[src/bbcw_pkg.sv]
// Shared types and constants for the box blur window unit.
package bbcw_pkg;

  localparam int PIX_W   = 24;
  localparam int POS_W   = 9;
  localparam int CRD_W   = 14;
  localparam int SUM_W   = 20;
  localparam int NUM_W   = SUM_W + 1;
  localparam int DEN_W   = 13;
  localparam int Q_W     = 8;
  localparam int QDEPTH  = 2;

  localparam logic [2:0] REG_IMG_W = 3'd0;
  localparam logic [2:0] REG_IMG_H = 3'd1;
  localparam logic [2:0] REG_WIN_W = 3'd2;
  localparam logic [2:0] REG_WIN_H = 3'd3;

  localparam logic OP_STORE   = 1'b0;
  localparam logic OP_COMPUTE = 1'b1;

  typedef struct packed {
    logic             op;
    logic [POS_W-1:0] x;
    logic [POS_W-1:0] y;
    logic [PIX_W-1:0] pix;
  } item_t;

  typedef struct packed {
    logic  valid;
    item_t item;
  } q_head_t;

  typedef struct packed {
    logic [9:0] img_w;
    logic [9:0] img_h;
    logic [4:0] win_w;
    logic [4:0] win_h;
  } cfg_t;

  typedef struct packed {
    logic start;
    logic done;
  } div_ctl_t;

endpackage

[src/bbcw_front.sv]
// Front end: accepts requests into a two-entry queue and tags them by opcode.
module bbcw_front (
  input  logic            clk,
  input  logic            rst_n,
  input  logic            in_valid,
  output logic            in_ready,
  input  bbcw_pkg::item_t in_item,
  output bbcw_pkg::q_head_t head,
  input  logic            pop
);
  import bbcw_pkg::*;

  item_t      buf_r [QDEPTH];
  logic       wp_r, rp_r;
  logic [1:0] cnt_r;
  logic       push;

  assign in_ready   = (cnt_r != 2'(QDEPTH));
  assign push       = in_valid && in_ready;
  assign head.valid = (cnt_r != 2'd0);
  assign head.item  = buf_r[rp_r];

  always_ff @(posedge clk) begin
    if (push) begin
      buf_r[wp_r].op  <= (in_item.op == OP_COMPUTE) ? OP_COMPUTE : OP_STORE;
      buf_r[wp_r].x   <= in_item.x;
      buf_r[wp_r].y   <= in_item.y;
      buf_r[wp_r].pix <= in_item.pix;
    end
  end

  always_ff @(posedge clk) begin
    if (!rst_n) begin
      wp_r  <= 1'b0;
      rp_r  <= 1'b0;
      cnt_r <= 2'd0;
    end else begin
      if (push) wp_r <= ~wp_r;
      if (pop)  rp_r <= ~rp_r;
      cnt_r <= cnt_r + 2'(push) - 2'(pop);
    end
  end
endmodule

[config.mk]
export PLATFORM = sky130hd
export DESIGN_NAME = bbcw_front
export DESIGN_NICKNAME = d
export VERILOG_FILES = /design/src/bbcw_pkg.sv /design/src/bbcw_front.sv
export SDC_FILE = /design/constraint.sdc
export NUM_CORES = 1
export LEC_CHECK = 0
export BUFFER_PORTS_ARGS = -buffer_cell sky130_fd_sc_hd__buf_2
export CORE_MARGIN = 2
export CORE_UTILIZATION = 46
export CTS_CLUSTER_SIZE = 8
export DETAILED_ROUTE_END_ITERATION = 12
export GPL_TIMING_DRIVEN = 0
export PLACE_DENSITY_LB_ADDON = 0.3
export SETUP_SLACK_MARGIN = 0.4
export SLEW_MARGIN = 10
export SYNTH_ARGS = -nofsm -noshare
export SYNTH_HDL_FRONTEND = slang
export SYNTH_SLANG_ARGS = --single-unit
[constraint.sdc]
create_clock -name clk -period 2.2 [get_ports clk]
set_input_delay 0.11 -clock clk [delete_from_list [all_inputs] [get_ports clk]]
set_output_delay 0.11 -clock clk [all_outputs]
set_load 0.01 [all_outputs]
==> summary.txt, run 1 <==
status = complete, no violations
Net Count, Synth = 210
initial antenna violation count = 0
Synth Flop Type = edfxtp_1
max cap viols = 0
final WL = 5830 um
Worst Skew = 0.0106 ns
global-route wire length before repair = 9360 um
area of the multi-input gates = 648 um^2
WHS Endpoint = cnt_r[1]
worst path required time = 2.13 ns
Net Sw Power = 869 uW
top routing layer used = met4
Static Leak = 0.00173 uW
TritonCTS Buffers = 9
area growth from synthesis to layout = 35.8%
DR WL met2 = 3040 um
Seq/Total Area, Yosys = 0.793
WP data arrival = 1.72 ns
Power Internal = 2880 uW
Clock Latency Late Sink = 0.35 ns
Antenna Cells = 0
reg-to-reg startpoint = cnt_r[1]
largest area contributor in the netlist = edfxtp_1
Clk pin slew, worst setup/hold paths = 0.08 ns
final hold violation count = 0
Reg2Reg Depth = 3
dpl hpwl = 3440 um
switching part of the total power = 0.232
FILL cells = 559
Setup TNS = 0 ns
DR WL met3 = 239 um
hold_sp = rst_n
clock power share = 0.279
# setup viols final = 0
Layout Cells excl Fill = 412
Root Buffer = clkbuf_8
Vias = 1915
count of cell types in the netlist = 23
placed inst area = 3970 um^2
clock sink count = 91
CP Capture Type = flip-flop
All-Layer GR Usage = 0.152
Crit Path Max Fanout = 22
IO Pins = 92
f_max = 559 MHz
core area = 7180 um^2
Slew Viols, Final = 0
die width = 89.8 um
RSZ-0062 raised after global routing = yes
Worst R2R End = buf_r[0][5]
Min-Delay Path Depth = 2
Pre-antenna DRT Iters = 4
die area = 8060 um^2
Gate power share = 0.160
layout cells sized above 1 = 0.502
Yosys reg bits = 91
YS warnings = 0
Post-synth ARST share = 0
CTS tree = yes
EDFF count, synth = 86
CTS H-tree depth = 3
drt drc = 0
worst reg-to-reg setup slack = 0.41 ns
RD Place Congestion = 0.693
routed len/inst = 14.1 um
fin area = 4590 um^2
Max IR drop VDD = 444 uV
Crit Path Class = reg -> reg
top-count cell post-synth = edfxtp_1
Seq pwr share = 0.561
wl on met1 = 2420 um
crit path time final = 1.79 ns
Pwr per Cell Area = 817 nW/um^2
main area contributors after synthesis = edfxtp_1, mux2_2, dfxtp_1
IO Port Bufs = 91
Detail Route Antenna Nets = 0
vias per inst = 4.65
most common library cells after synthesis = edfxtp_1, mux2_2, dfxtp_1, buf_6, and2_1
initial core utilization = 0.471
Syn Inst Count = 162
startpoint class of the critical path = flip-flop
post-synth top area share = 0.763
DP Cell Count = 352
final net count = 356
initial drt markers = 62
Rel. slew slack = 0.597
Register Area = 2680 um^2
CTS Buffer Depth = 2
grt total ovfl = 0
largest net degree at the start of global routing = 44
die height = 89.8 um
syn avg cell area = 20.9 um^2
Row Count = 31
final worst-path cycle share = 0.813
Post-Syn Area = 3380 um^2
vias in the first global route = 2012
Tightest Pin Transition = 0.605 ns
min-delay worst type = in -> reg
==> kinds of logic after synthesis <==
group                    Yosys count  synth area share
buffers and inverters              7            0.0170
AO/OA/AOI/OAI                      5            0.0133
adder cells (fa/ha/maj)            1           0.00370
AND/OR/NAND/NOR                   12            0.0218
XOR/XNOR                           2           0.00518
multiplexers                      44             0.146
flip-flops                        91             0.793
==> through the flow <==
step	utilization	hold slack (ns)	setup slack, ns	total power (uW)
final	0.640	0.0725	0.411	3750
after global routing	0.640	0.0656	0.272	3910
after CTS	0.640	0.0574	0.394	3790
after detailed placement	0.553	0.301	0.0645	2690
after global placement	0.553	0.297	0.0955	2670
after floorplan	-	0.209	0.465	2460
==> layout by cell type, fill, tap and decap left out, types with 2 or more instances in the layout <==
cell type / Yosys / final
edfxtp_1: 86 / 86
clkinvlp_4: 0 / 4
buf_6: 4 / 4
mux2_2: 43 / 43
clkbuf_8: 0 / 9
dlygate4sd3_1: 0 / 43
nand2_1: 2 / 2
dfxtp_1: 5 / 5
clkinv_1: 0 / 3
nand3b_1: 2 / 2
and2_1: 3 / 3
buf_2: 1 / 92
==> final cells by class <==
class,count,area share
inverters,2,0.00245
repair inverters,1,0.00163
multi-input cells,64,0.141
repair buffers,134,0.193
clock buffers,10,0.0278
well taps,99,0.0270
flip-flops and latches,91,0.584
plain buffers,5,0.0109
clock inverters,6,0.0123
==> worst max-delay path by stage <==
stage,depth (start not counted),to,start,slack (ns)
final,3,buf_r[0][5],cnt_r[1],0.41
after global routing,3,buf_r[0][11],cnt_r[1],0.27
after CTS,3,buf_r[0][5],cnt_r[1],0.39
after detailed placement,3,buf_r[0][30],cnt_r[1],0.06
after global placement,3,buf_r[0][5],cnt_r[0],0.1
after floorplan,3,buf_r[0][0],cnt_r[0],0.46
==> critical path, cell delays in order, from the launching register on <==
cell	delay [ns]
dfxtp_1	0.41
nand2b_1	0.15
nand3b_1	0.27
clkinvlp_4	0.53
==> flip-flops by register name (all words and copies together) (netlist names), named ones only <==
register / flops
buf_r: 86
cnt_r: 2
rp_r: 1
wp_r: 1
==> power by group through the flow <==
stage,clock network (uW),registers [uW],logic (uW)
6_report,1050,2110,598
3_5_place_dp,0,2150,538
4_1_cts,1080,2110,608
2_1_floorplan,0,2130,327
5_1_grt,1140,2120,651
3_3_place_gp,0,2140,530
==> metal layers <==
layer | track usage | up-vias
li1 | - | 922
met1 | 0.168 | 932
met2 | 0.266 | 50
met3 | 0.0394 | 11
met4 | 0.0833 | 0
met5 | 0 | -
==> repair_timing <==
item	in CTS	in global routing
gates resized for setup	2	0
hold buffers	43	0
hold endpoints to repair	86	0
setup buffers	0	0
gates cloned	1	0
setup endpoints to repair	86	43
(Power assumes the default switching activity.)
==> run 2: changes to the inputs <==
--- a/config.mk
+++ b/config.mk
@@ -5,9 +5,10 @@
 export SDC_FILE = /design/constraint.sdc
 export NUM_CORES = 1
 export LEC_CHECK = 0
+export ABC_AREA = 1
 export BUFFER_PORTS_ARGS = -buffer_cell sky130_fd_sc_hd__buf_2
 export CORE_MARGIN = 2
-export CORE_UTILIZATION = 46
+export CORE_UTILIZATION = 52
 export CTS_CLUSTER_SIZE = 8
 export DETAILED_ROUTE_END_ITERATION = 12
 export GPL_TIMING_DRIVEN = 0
==> constraint.sdc (replaced) <==
create_clock -name clk -period 1.8 [get_ports clk]
set_input_delay 0.09 -clock clk [delete_from_list [all_inputs] [get_ports clk]]
set_output_delay 0.09 -clock clk [all_outputs]
set_load 0.01 [all_outputs]
==> summary.txt, run 2 <==
EDFF count, synth = 86
CTS tree = yes
Rel. slew slack = 0.554
IO Port Bufs = 91
Worst R2R End = buf_r[0][40]
Worst Skew = 0.00534 ns
final worst-path cycle share = 0.853
Synth Flop Type = edfxtp_1
Row Count = 30
TritonCTS Buffers = 9
Net Count, Synth = 215
Root Buffer = clkbuf_8
core area = 6680 um^2
Post-synth ARST share = 0
IO Pins = 92
Reg2Reg Depth = 4
Regs by FF count = buf_r (86), cnt_r (2)
routed len/inst = 16.8 um
Setup TNS = 0 ns
Slew Viols, Final = 0
initial core utilization = 0.528
Syn Inst Count = 167
CP Capture Type = output port
pre-CTS setup slack = -0.189 ns
layout cells sized above 1 = 0.563
most common library cells after synthesis = edfxtp_1, mux2_4, nand2_1, nor2_1
commonest cells after routing, fill and taps aside = edfxtp_1, buf_2, dlygate4sd3_1, mux2_4, buf_4
reg-to-reg startpoint = cnt_r[0]
worst path required time = 1.71 ns
initial antenna violation count = 0
grt total ovfl = 0
# setup viols final = 0
largest area contributor in the netlist = edfxtp_1
max reg flops = 86
Pwr per Cell Area = 970 nW/um^2
clock sink count = 91
Pre-antenna DRT Iters = 4
setup ws final = 0.264 ns
drt drc = 0
main area contributors after synthesis = edfxtp_1, mux2_4, dfxtp_1
f_max = 651 MHz
Antenna Cells = 0
commonest non-fill, non-tap cell in the layout = edfxtp_1
initial drt markers = 101
post-synth top area share = 0.732
All-Layer GR Usage = 0.185
die width = 86.4 um
Crit Path Class = reg -> out
die height = 86.4 um
vias in the first global route = 2150
Vias = 2046
Detail Route Antenna Nets = 0
Biggest register = buf_r
count of cell types in the netlist = 13
CTS H-tree depth = 3
status = complete, no violations
final WL = 7080 um
min-delay worst type = in -> reg
dpl hpwl = 3380 um
YS warnings = 0
final hold violation count = 0
area growth from synthesis to layout = 46.3%
vias per inst = 4.86
RD Place Congestion = 0.675
crit path time final = 1.54 ns
startpoint class of the critical path = flip-flop
top-count cell post-synth = edfxtp_1
RSZ-0062 raised after global routing = yes
Crit Path Max Fanout = 10
CTS Buffer Depth = 2
global-route wire length before repair = 10200 um
CP Capture Point = head[36]
syn avg cell area = 21.1 um^2
WP data arrival = 1.45 ns
Post-Syn Area = 3530 um^2
die area = 7460 um^2
Static Leak = 0.00210 uW
Clk pin slew, worst setup/hold paths = 0.08 ns
Clock Latency Late Sink = 0.34 ns
Tightest Pin Transition = 0.667 ns
worst reg-to-reg setup slack = 0.33 ns
Max IR drop VDD = 710 uV
Yosys reg bits = 91
largest net degree at the start of global routing = 23
max cap viols = 0
final net count = 386
Seq/Total Area, Yosys = 0.760
Finished Core Util = 0.773
==> run 2: changes by cell type in the layout (fill, tap and decap cells not counted), sizes merged, moves of 2 or more <==
| cell | delta |
|---|---|
| buf | +20 |
| inv | +4 |
| nand3b | -2 |
| clkinv | -2 |
| a21boi | -2 |
| clkinvlp | -4 |
| and2 | -3 |
| nand2 | +10 |
| nor2 | +12 |
==> run 2: cell families after synthesis <==
| group | count (synthesis) | share of synthesized area |
|---|---|---|
| AND/OR/NAND/NOR | 20 | 0.0216 |
| AO/OA/AOI/OAI | 1 | 0.00142 |
| buffers and inverters | 10 | 0.0312 |
| XOR/XNOR | 1 | 0.00248 |
| adder cells (fa/ha/maj) | 1 | 0.00354 |
| flip-flops | 91 | 0.760 |
| multiplexers | 43 | 0.180 |
==> run 2: through the flow <==
stage	std cells	hold slack, ns	total power [uW]	area, um^2
after floorplan	167	0.183	3070	3560
after global placement	338	0.278	3310	4120
after detailed placement	338	0.281	3330	4120
after CTS	407	0.0598	4890	4950
after global routing	421	0.137	5200	5160
final	421	0.116	5010	5160
==> run 2: critical path, cell delays in order, from the launching register on <==
cell	delay, ns
dfxtp_2	0.34
buf_12	0.15
buf_12	0.15
mux2_4	0.31
buf_2	0.14
==> run 2: worst min path at each step <==
stage               slack [ns]  depth (start not counted)        start           end
floorplan                 0.18                          2        rst_n      cnt_r[0]
global placement          0.28                          1  in_item[41]  buf_r[0][41]
detailed placement        0.28                          1   in_item[3]   buf_r[1][3]
CTS                       0.06                          3          pop          rp_r
global route              0.14                          3          pop      cnt_r[1]
finish                    0.12                          3          pop      cnt_r[1]
==> run 2: repair_timing <==
item                                   CTS  global route
endpoints found under the hold margin   88             0
gates cloned                             5             1
setup endpoints to repair              130           109
pin swaps                                3            11
gates resized for setup                 19            18
buffers inserted                         6            13
hold buffers                            44             0
==> run 2: layer usage <==
layer | global-route usage | share of wire | vias up
li1 | - | - | 981
met1 | 0.216 | 0.40 | 1000
met2 | 0.333 | 0.56 | 54
met3 | 0.0352 | 0.031 | 11
met4 | 0.0781 | 0.013 | 0
met5 | 0 | 0 | -
==> run 2: final cells by class <==
class | count | area (um^2)
Buffer | 5 | 100
Clock buffer | 11 | 131
Clock inverter | 3 | 65.1
Fill cell | 382 | 1520
Inverter | 5 | 18.8
Multi-Input combinational cell | 71 | 886
Sequential cell | 91 | 2690
Tap cell | 80 | 100
Timing Repair Buffer | 155 | 1180
==> run 2: power by group <==
group          total (uW)  internal (uW)  switching [uW]
Clock                1400            767             638
Combinational        1020            564             453
Sequential           2590           2530            60.0
Total                5010           3860            1150
